`src/rtl/core/websocket_client_frame_encoder_top_assert.svh`:
```
// ----------------------------------------------------------------------------
// websocket client frame encoder assertion macros
// shared concurrent assertion forms, clocked on clk_i and idle during reset
// ----------------------------------------------------------------------------
`ifndef WEBSOCKET_CLIENT_FRAME_ENCODER_TOP_ASSERT_SVH
`define WEBSOCKET_CLIENT_FRAME_ENCODER_TOP_ASSERT_SVH

// condition must never hold
`define WSFE_ASSERT_NEVER(label, cond, msg) \
  label: assert property (@(posedge clk_i) disable iff (!rst_ni) !(cond)) else $error(msg);

// consequent must hold in the same cycle as the antecedent
`define WSFE_ASSERT_IMPLIES(label, ante, cons, msg) \
  label: assert property (@(posedge clk_i) disable iff (!rst_ni) (ante) |-> (cons)) \
    else $error(msg);

// consequent must hold in the cycle after the antecedent
`define WSFE_ASSERT_NEXT(label, ante, cons, msg) \
  label: assert property (@(posedge clk_i) disable iff (!rst_ni) (ante) |=> (cons)) \
    else $error(msg);

`endif

```
`src/rtl/core/wsfe_pkg.sv`:
```
// ----------------------------------------------------------------------------
// wsfe_pkg
// types, constants and helpers shared by the frame encoder modules
// ----------------------------------------------------------------------------
package wsfe_pkg;

  localparam int unsigned LenW  = 63;
  localparam int unsigned StepW = 4;

  localparam logic [7:0]      FinTextByte = 8'h81;
  localparam logic [7:0]      MaskBit     = 8'h80;
  localparam logic [6:0]      Len16Code   = 7'd126;
  localparam logic [6:0]      Len64Code   = 7'd127;
  localparam logic [LenW-1:0] ShortLimit  = LenW'(126);
  localparam logic [LenW-1:0] MidLimit    = LenW'(65536);
  localparam logic [31:0]     KeyReset    = 32'h1234_5678;

  // fixed header bytes: first byte, length byte, four key bytes
  localparam logic [StepW-1:0] BaseHdrN  = StepW'(6);
  localparam logic [StepW-1:0] MidLenN   = StepW'(2);
  localparam logic [StepW-1:0] LongLenN  = StepW'(8);

  typedef enum logic [1:0] {
    HDR_NONE,
    HDR_SHORT,
    HDR_MID,
    HDR_LONG
  } hdr_kind_e;

  typedef enum logic [1:0] {
    PAY_NONE,
    PAY_DATA,
    PAY_OVERRUN
  } pay_kind_e;

  typedef struct packed {
    hdr_kind_e       hdr_kind;
    logic [LenW-1:0] len;
    logic            hdr_end;
    pay_kind_e       pay_kind;
    logic [7:0]      pay_byte;
    logic            pay_end;
  } item_desc_t;

  // key byte 0 sits in the top bits
  function automatic logic [7:0] key_byte(input logic [31:0] key, input logic [1:0] idx);
    logic [7:0] b;
    unique case (idx)
      2'd0:    b = key[31:24];
      2'd1:    b = key[23:16];
      2'd2:    b = key[15:8];
      default: b = key[7:0];
    endcase
    return b;
  endfunction

endpackage

```
`src/rtl/core/wsfe_front.sv`:
```
// ----------------------------------------------------------------------------
// wsfe_front
// accepts input items, tracks frame state and classifies each item
// ----------------------------------------------------------------------------
module wsfe_front import wsfe_pkg::*; (
  input  logic            clk_i,
  input  logic            rst_ni,
  input  logic            cfg_we_i,
  input  logic [31:0]     mask_key_i,
  input  logic [7:0]      data_byte_i,
  input  logic [LenW-1:0] frame_length_i,
  input  logic            starts_frame_i,
  input  logic            carries_data_i,
  input  logic            accept_i,
  output item_desc_t      desc_o,
  output logic            produce_o,
  output logic [31:0]     mask_key_o
);

  logic [31:0]     key_q;
  logic [1:0]      phase_q, phase_d;
  logic [LenW-1:0] rem_q, rem_d;
  logic            in_frame_q, in_frame_d;

  logic [LenW-1:0] rem_eff;
  logic [1:0]      phase_eff;
  logic            in_frame_eff;
  logic            take;

  always_comb begin
    rem_eff      = starts_frame_i ? frame_length_i : rem_q;
    phase_eff    = starts_frame_i ? 2'd0 : phase_q;
    in_frame_eff = starts_frame_i ? (frame_length_i != '0) : in_frame_q;
    take         = carries_data_i && in_frame_eff && (rem_eff != '0);

    desc_o.len     = frame_length_i;
    desc_o.hdr_end = starts_frame_i && (frame_length_i == '0);
    priority if (!starts_frame_i) begin
      desc_o.hdr_kind = HDR_NONE;
    end else if (frame_length_i < ShortLimit) begin
      desc_o.hdr_kind = HDR_SHORT;
    end else if (frame_length_i < MidLimit) begin
      desc_o.hdr_kind = HDR_MID;
    end else begin
      desc_o.hdr_kind = HDR_LONG;
    end

    priority if (!carries_data_i) begin
      desc_o.pay_kind = PAY_NONE;
    end else if (take) begin
      desc_o.pay_kind = PAY_DATA;
    end else begin
      desc_o.pay_kind = PAY_OVERRUN;
    end
    desc_o.pay_byte = data_byte_i ^ key_byte(key_q, phase_eff);
    desc_o.pay_end  = (rem_eff == LenW'(1));

    // items with neither header nor payload cause no results
    produce_o = starts_frame_i || carries_data_i;

    rem_d      = rem_q;
    phase_d    = phase_q;
    in_frame_d = in_frame_q;
    if (accept_i) begin
      rem_d      = take ? rem_eff - LenW'(1) : rem_eff;
      phase_d    = take ? phase_eff + 2'd1 : phase_eff;
      in_frame_d = (take && desc_o.pay_end) ? 1'b0 : in_frame_eff;
    end
  end

  always_ff @(posedge clk_i or negedge rst_ni) begin
    if (!rst_ni) begin
      key_q      <= KeyReset;
      phase_q    <= 2'd0;
      rem_q      <= '0;
      in_frame_q <= 1'b0;
    end else begin
      if (cfg_we_i) begin
        key_q <= mask_key_i;
      end
      phase_q    <= phase_d;
      rem_q      <= rem_d;
      in_frame_q <= in_frame_d;
    end
  end

  assign mask_key_o = key_q;

endmodule

```
`src/rtl/core/wsfe_fifo.sv`:
```
// ----------------------------------------------------------------------------
// wsfe_fifo
// short descriptor queue between the front and the back
// ----------------------------------------------------------------------------
`include "websocket_client_frame_encoder_top_assert.svh"

module wsfe_fifo import wsfe_pkg::*; #(
  parameter int unsigned Depth = 4
) (
  input  logic       clk_i,
  input  logic       rst_ni,
  input  logic       push_i,
  input  item_desc_t desc_i,
  input  logic       pop_i,
  output item_desc_t desc_o,
  output logic       full_o,
  output logic       empty_o
);

  localparam int unsigned PtrW = (Depth > 1) ? $clog2(Depth) : 1;
  localparam int unsigned CntW = $clog2(Depth + 1);

  item_desc_t      entries_q [Depth];
  logic [PtrW-1:0] wr_ptr_q, rd_ptr_q;
  logic [CntW-1:0] count_q;
  logic            do_push, do_pop;

  assign full_o  = (count_q == CntW'(Depth));
  assign empty_o = (count_q == '0);
  assign do_push = push_i && !full_o;
  assign do_pop  = pop_i && !empty_o;
  assign desc_o  = entries_q[rd_ptr_q];

  function automatic logic [PtrW-1:0] next_ptr(input logic [PtrW-1:0] p);
    return (p == PtrW'(Depth - 1)) ? '0 : p + PtrW'(1);
  endfunction

  always_ff @(posedge clk_i) begin
    if (do_push) begin
      entries_q[wr_ptr_q] <= desc_i;
    end
  end

  always_ff @(posedge clk_i or negedge rst_ni) begin
    if (!rst_ni) begin
      wr_ptr_q <= '0;
      rd_ptr_q <= '0;
      count_q  <= '0;
    end else begin
      if (do_push) begin
        wr_ptr_q <= next_ptr(wr_ptr_q);
      end
      if (do_pop) begin
        rd_ptr_q <= next_ptr(rd_ptr_q);
      end
      if (do_push && !do_pop) begin
        count_q <= count_q + CntW'(1);
      end else if (do_pop && !do_push) begin
        count_q <= count_q - CntW'(1);
      end
    end
  end

  `WSFE_ASSERT_NEVER(fifo_count_ovf, count_q > CntW'(Depth), "queue count above depth")
  `WSFE_ASSERT_IMPLIES(fifo_empty_ptr, empty_o, rd_ptr_q == wr_ptr_q, "empty queue with pointers apart")
  `WSFE_ASSERT_NEXT(fifo_fill, do_push && !do_pop, count_q == $past(count_q) + CntW'(1), "push lost")

endmodule

```
`src/rtl/core/wsfe_back.sv`:
```
// ----------------------------------------------------------------------------
// wsfe_back
// steps through one descriptor and presents its frame bytes in order
// ----------------------------------------------------------------------------
module wsfe_back import wsfe_pkg::*; (
  input  logic        clk_i,
  input  logic        rst_ni,
  input  item_desc_t  desc_i,
  input  logic [31:0] mask_key_i,
  input  logic        pop_i,
  output logic [7:0]  out_byte_o,
  output logic        frame_end_o,
  output logic        overrun_o,
  output logic        last_of_item_o,
  output logic        done_o
);

  logic [StepW-1:0] step_q, step_d;
  logic [StepW-1:0] len_n, hdr_n, total_n, len_idx, key_idx;
  logic [6:0]       len_code;
  logic [63:0]      len_wide;
  logic             is_last;

  always_comb begin
    unique case (desc_i.hdr_kind)
      HDR_SHORT: begin
        len_n    = '0;
        len_code = desc_i.len[6:0];
      end
      HDR_MID: begin
        len_n    = MidLenN;
        len_code = Len16Code;
      end
      HDR_LONG: begin
        len_n    = LongLenN;
        len_code = Len64Code;
      end
      default: begin
        len_n    = '0;
        len_code = desc_i.len[6:0];
      end
    endcase
    hdr_n   = (desc_i.hdr_kind == HDR_NONE) ? '0 : BaseHdrN + len_n;
    total_n = hdr_n + ((desc_i.pay_kind == PAY_NONE) ? StepW'(0) : StepW'(1));
    is_last = (step_q == total_n - StepW'(1));

    len_wide = {1'b0, desc_i.len};
    // big-endian length: first length byte carries the top bits
    len_idx  = StepW'(1) + len_n - step_q;
    key_idx  = step_q - StepW'(2) - len_n;

    out_byte_o  = 8'h00;
    frame_end_o = 1'b0;
    overrun_o   = 1'b0;
    if (step_q < hdr_n) begin
      priority if (step_q == '0) begin
        out_byte_o = FinTextByte;
      end else if (step_q == StepW'(1)) begin
        out_byte_o = MaskBit | {1'b0, len_code};
      end else if (step_q < StepW'(2) + len_n) begin
        out_byte_o = len_wide[{len_idx[2:0], 3'b000} +: 8];
      end else begin
        out_byte_o = key_byte(mask_key_i, key_idx[1:0]);
      end
      frame_end_o = desc_i.hdr_end && (step_q == hdr_n - StepW'(1));
    end else begin
      out_byte_o  = (desc_i.pay_kind == PAY_DATA) ? desc_i.pay_byte : 8'h00;
      frame_end_o = (desc_i.pay_kind == PAY_DATA) && desc_i.pay_end;
      overrun_o   = (desc_i.pay_kind == PAY_OVERRUN);
    end

    last_of_item_o = is_last;
    done_o         = pop_i && is_last;
    step_d         = step_q;
    if (pop_i) begin
      step_d = is_last ? '0 : step_q + StepW'(1);
    end
  end

  always_ff @(posedge clk_i or negedge rst_ni) begin
    if (!rst_ni) begin
      step_q <= '0;
    end else begin
      step_q <= step_d;
    end
  end

endmodule

```
`src/rtl/core/websocket_client_frame_encoder_top.sv`:
```
// ----------------------------------------------------------------------------
// websocket_client_frame_encoder_top
// masked client text frame encoder with queue-style input and result ports
// ----------------------------------------------------------------------------
// usage:
//   input side: present an item and raise push; it transfers when full is low.
//   an opener item (starts_frame_i) yields the frame header and four key bytes,
//   plus one masked byte or overrun if carries_data_i is set; other data items yield one.
//   result side: while empty is low the oldest result byte is on the ports,
//   and it transfers on a cycle with pop high.
//   an item's first result shows once its descriptor is queued and at the head.
//   throughput: one payload item per cycle while pop is high; the back-end byte
//   sequencer holds the result side for 6, 8 or 14 opener bytes (+1 with data).
//   the front keeps accepting into a QueueDepth-entry descriptor queue while
//   the back emits header bytes, so full rises only when that queue fills.
//   a stalled receiver (pop low) holds the current byte and lets the queue fill;
//   nothing is dropped. reset: mask key returns to 0x12345678, frame state and
//   queue clear; no clearing pass. mask_key_i is to be written through cfg_we_i
//   only while idle; the user must keep to this, the block does not enforce it.
// ----------------------------------------------------------------------------
`include "websocket_client_frame_encoder_top_assert.svh"

module websocket_client_frame_encoder_top import wsfe_pkg::*; #(
  parameter int unsigned QueueDepth = 4
) (
  input  logic            clk_i,
  input  logic            rst_ni,
  input  logic            cfg_we_i,
  input  logic [31:0]     mask_key_i,
  input  logic            push,
  output logic            full,
  input  logic [7:0]      data_byte_i,
  input  logic [LenW-1:0] frame_length_i,
  input  logic            starts_frame_i,
  input  logic            carries_data_i,
  output logic            empty,
  input  logic            pop,
  output logic [7:0]      out_byte_o,
  output logic            frame_end_o,
  output logic            overrun_o,
  output logic            last_of_item_o
);

  item_desc_t  front_desc, head_desc;
  logic        accept, produce;
  logic        pop_ok, done;
  logic [31:0] key;

  assign accept = push && !full;
  assign pop_ok = pop && !empty;

  wsfe_front u_front (
    .clk_i          (clk_i),
    .rst_ni         (rst_ni),
    .cfg_we_i       (cfg_we_i),
    .mask_key_i     (mask_key_i),
    .data_byte_i    (data_byte_i),
    .frame_length_i (frame_length_i),
    .starts_frame_i (starts_frame_i),
    .carries_data_i (carries_data_i),
    .accept_i       (accept),
    .desc_o         (front_desc),
    .produce_o      (produce),
    .mask_key_o     (key)
  );

  wsfe_fifo #(
    .Depth (QueueDepth)
  ) u_fifo (
    .clk_i   (clk_i),
    .rst_ni  (rst_ni),
    .push_i  (accept && produce),
    .desc_i  (front_desc),
    .pop_i   (done),
    .desc_o  (head_desc),
    .full_o  (full),
    .empty_o (empty)
  );

  wsfe_back u_back (
    .clk_i          (clk_i),
    .rst_ni         (rst_ni),
    .desc_i         (head_desc),
    .mask_key_i     (key),
    .pop_i          (pop_ok),
    .out_byte_o     (out_byte_o),
    .frame_end_o    (frame_end_o),
    .overrun_o      (overrun_o),
    .last_of_item_o (last_of_item_o),
    .done_o         (done)
  );

  `WSFE_ASSERT_NEVER(top_end_ovr, !empty && frame_end_o && overrun_o, "frame end on overrun")
  `WSFE_ASSERT_IMPLIES(top_ovr_last, !empty && overrun_o, out_byte_o == 8'h00 && last_of_item_o, "overrun result malformed")
  `WSFE_ASSERT_NEXT(top_item_cont, pop_ok && !last_of_item_o, !empty, "item results cut short")

endmodule
```
`config.mk`:
```
export PLATFORM = sky130hd
export DESIGN_NAME = websocket_client_frame_encoder_top
export DESIGN_NICKNAME = d
export VERILOG_FILES = /design/src/rtl/core/wsfe_pkg.sv /design/src/rtl/core/wsfe_front.sv /design/src/rtl/core/wsfe_fifo.sv /design/src/rtl/core/wsfe_back.sv /design/src/rtl/core/websocket_client_frame_encoder_top.sv
export VERILOG_INCLUDE_DIRS = /design/src /design/src/rtl/core
export SDC_FILE = /design/constraint.sdc
export NUM_CORES = 1
export LEC_CHECK = 0
export ABC_AREA = 1
export BUFFER_PORTS_ARGS = -buffer_cell sky130_fd_sc_hd__buf_4
export CAP_MARGIN = 25
export CORE_UTILIZATION = 53
export CTS_CLUSTER_DIAMETER = 100
export DETAILED_ROUTE_END_ITERATION = 12
export GPL_TIMING_DRIVEN = 1
export PLACE_DENSITY = 0.68
export SYNTH_ARGS = -nofsm -noshare
export SYNTH_HDL_FRONTEND = slang
export SYNTH_SLANG_ARGS = --single-unit
```
`constraint.sdc`:
```
create_clock -name clk_i -period 6.8 [get_ports clk_i]
set_input_delay 0.34 -clock clk_i [delete_from_list [all_inputs] [get_ports clk_i]]
set_output_delay 0.34 -clock clk_i [all_outputs]
set_load 0.03 [all_outputs]
```
==> reports/metrics.yaml <==
diodes: 0
min-delay-start: "frame_length_i[0]"
drc: 0
antenna_left: 0
core-area_sq_mm: 0.0420
grt_usage: 0.350
hold_viol_final: 0
min_period_ns: 5.30
clk_latency_ns: 0.59
synthArstFlopShare: 0.261
hold_end: "u_fifo.entries_q[2][12]"
r2r_end: "u_fifo.count_q[1]"
fin_util: 0.615
cts_tree: "done"
path_common_cell: "nand2_1"
ys.flop_type: "edfxtp_1"
root_buffer: "clkbuf_16"
dp_hpwl_um: 52900
synthTopCellsByArea: "edfxtp_1 41%, nand2_1 19%, dfrtp_1 11%"
drv_slew: 0
clk_path_buf_depth: 3
rsz0062_at_grt: "false"
synth_fp_nets: 3003
slowest_delay_ns: 0.65
nFillCells: 3675
cap_violations: 0
gr-total-overflow: 0
slew_headroom: 0.311
worst-endpoint-required_ns: 6.46
viasPerCell: 5.65
start_util: 0.538
timing.fmax_mhz: 189
p_switching_w: 0.00481
clock_power_share: 0.219
antenna_found_initial: 0
min_path_type: "input port to flip-flop"
synth_area_leader_cell: "edfxtp_1"
syn2layout_area_growth_pct: 14.2
num_io_pins: 123
fin_skew_ns: 0.0318
yosysSeqAreaShare: 0.530
drtPass1Iterations: 8
clock_sinks: 417
critPathSlowestCell: "buf_4"
crit_path_start_kind: "flip-flop"
rrSetupSlack_ns: 2.29
cts-htree-levels: 2
fin_nets: 3124
cts_buffers: 44
postSynthAreaPerCell_sq_um: 7.90
status: "completed"
sw_frac_of_total: 0.438
grt_pass1_wl_um: 114000
setup_violations: 0
synthCells: 2864
p_int_w: 0.00617
crit_start: "u_fifo.rd_ptr_q[0]"
ys_types: 40
place_congestion: 0.970
leakage_nw: 11.4
synth.cell_area_sq_mm: 0.0226
crit_type: "flip-flop to output port"
cts_post_setup_buffers_inserted: 0
synth_top_area_frac: 0.409
cp_max_fo: 74
wl_per_cell_um: 21.4
regArea_sq_mm: 0.0120
num_rows: 75
seqPwrFrac: 0.323
period_share: 0.780
dieWidth_um: 209
drt-total-wl_um: 76100
clk_pin_slew_ns: 0.06
whs_path_depth: 1
synth_seq_cells: 417
reg2reg_from: "u_fifo.rd_ptr_q[0]"
drt_iter0_drc: 2019
power_density_mw_per_mm2: 425
die_height_um: 209
worstPathArrival_ns: 4.96
reg2reg_depth: 18
drive_gt1_frac: 0.0841
grt_max_degree: 95
synth-edff-count: 308
vias: 20100
io_buffers: 122
grt_pass1_vias: 19100
ys.warnings.count: 0
path_cells: "buf_4 -> a21oi_1 -> a32oi_1 -> inv_1 -> ha_1 -> inv_1 -> ha_1 -> nand2_1 -> inv_1 -> a21oi_1 -> nand3_1 -> nand3_1 -> nand2_1 -> nand2_1 -> nand2_1 -> buf_4"
tns_ns: 0
die_area_sq_mm: 0.0435
power_frac_comb: 0.458
ir_drop_mv: 0.369
multi_input_area_sq_mm: 0.00922
tightest_slew_ns: 1.02
endpoint_kind: "output port"
[power groups by stage]
stage | registers, W | logic, W | clock network [W]
after detailed placement | 0.00358 | 0.00493 | 0
after floorplan | 0.00354 | 0.00330 | 0
after global routing | 0.00359 | 0.00554 | 0.00253
after CTS | 0.00354 | 0.00498 | 0.00244
after global placement | 0.00356 | 0.00485 | 0
final | 0.00355 | 0.00503 | 0.00241
[area by class of cell]
| cell class | count | area share |
|---|---|---|
| clock inverters | 23 | 0.00939 |
| multi-input cells | 2092 | 0.357 |
| clock buffers | 59 | 0.0467 |
| repair buffers | 192 | 0.0626 |
| well taps | 539 | 0.0261 |
| inverters | 238 | 0.0346 |
| flip-flops and latches | 417 | 0.464 |
[worst max-delay path: cells and delay by family (launching register included)]
kind                       cells  cell delay, ns
buffers and inverters          5            1.45
and+or+nand+nor                6            1.09
AOI/OAI and AO/OA              3            0.75
DFF                            1            0.55
adders and majority gates      2            0.54
[state kept, by name (all words and copies together), names as in the netlist]
register            count
u_front.rem_q          63
u_front.phase_q         2
u_fifo.entries_q      308
u_fifo.wr_ptr_q         2
u_front.in_frame_q      1
u_fifo.count_q          3
u_back.step_q           4
u_fifo.rd_ptr_q         2
u_front.mask_key_o     32
[synth_stat cells, drive strengths merged, types with 13 or more instances]
cell type / number
nand2: 1167
nor3: 18
buf: 38
a21oi: 70
edfxtp: 308
o22ai: 31
o221ai: 14
ha: 28
inv: 236
nand4: 28
clkbuf: 79
dfrtp: 96
dfstp: 13
nand3: 89
xnor2: 13
o21ai: 182
xor2: 24
nor2: 386
[worst max path at each step]
stage	to	slack, ns	cells past startpoint
floorplan	u_fifo.entries_q[0][0]	1.62	9
global placement	out_byte_o[7]	2.16	16
detailed placement	out_byte_o[0]	2.11	17
CTS	out_byte_o[0]	1.42	17
global route	out_byte_o[7]	1.22	16
finish	out_byte_o[7]	1.50	16
[repair_timing]
action	in CTS	in global routing
gates resized for setup	0	0
hold endpoints to repair	147	0
hold buffers	48	0
[metrics by stage]
stage | total power [W] | cells | area [sq um] | worst slack [ns] | hold WS, ns
finish | 0.0110 | 3560 | 25900 | 1.50 | 0.0319
global route | 0.0117 | 3560 | 25900 | 1.22 | 0.00646
CTS | 0.0110 | 3559 | 25800 | 1.42 | 0.000828
detailed placement | 0.00851 | 3429 | 23900 | 2.11 | 0.465
global placement | 0.00841 | 3427 | 23900 | 2.16 | 0.462
floorplan | 0.00684 | 2864 | 22600 | 1.62 | 0.0444
[layer usage]
metal	wire length [um]	GRT usage
met1	29700	0.434
met2	36600	0.591
met3	5310	0.0544
met4	4540	0.187
met5	0	0
[layout by cell type (no fill, tap or decap), types with 4 or more instances in the layout]
cell           instances
nand3_1               89
nand2_1             1163
clkinvlp_4             5
nor4_1                 5
a32oi_1                4
mux2_2                 5
edfxtp_1             308
inv_2                  4
o21ai_0              182
a21oi_1               70
clkinv_1               7
xnor2_1               13
ha_1                  28
clkbuf_1              10
o22ai_1               31
nor2_4                 6
dfstp_2               13
clkbuf_16             44
inv_1                231
clkbuf_8               5
buf_12                 4
nor2_1               372
a31oi_1                9
o221ai_1              14
nor2_2                 8
nor3_1                18
dfrtp_1               94
nand4_1               28
xor2_1                24
buf_4                139
dlygate4sd3_1         48
a22o_1                 4
[cells by family after synthesis]
family	Yosys count	share of synthesized area
xor+xnor	37	0.0143
flops	417	0.530
mux	5	0.00249
buf+inv	355	0.0648
simple gates	1693	0.292
compound gates	328	0.0803
fa+ha+maj	29	0.0164
No activity file was read; power rests on OpenSTA's default activity.
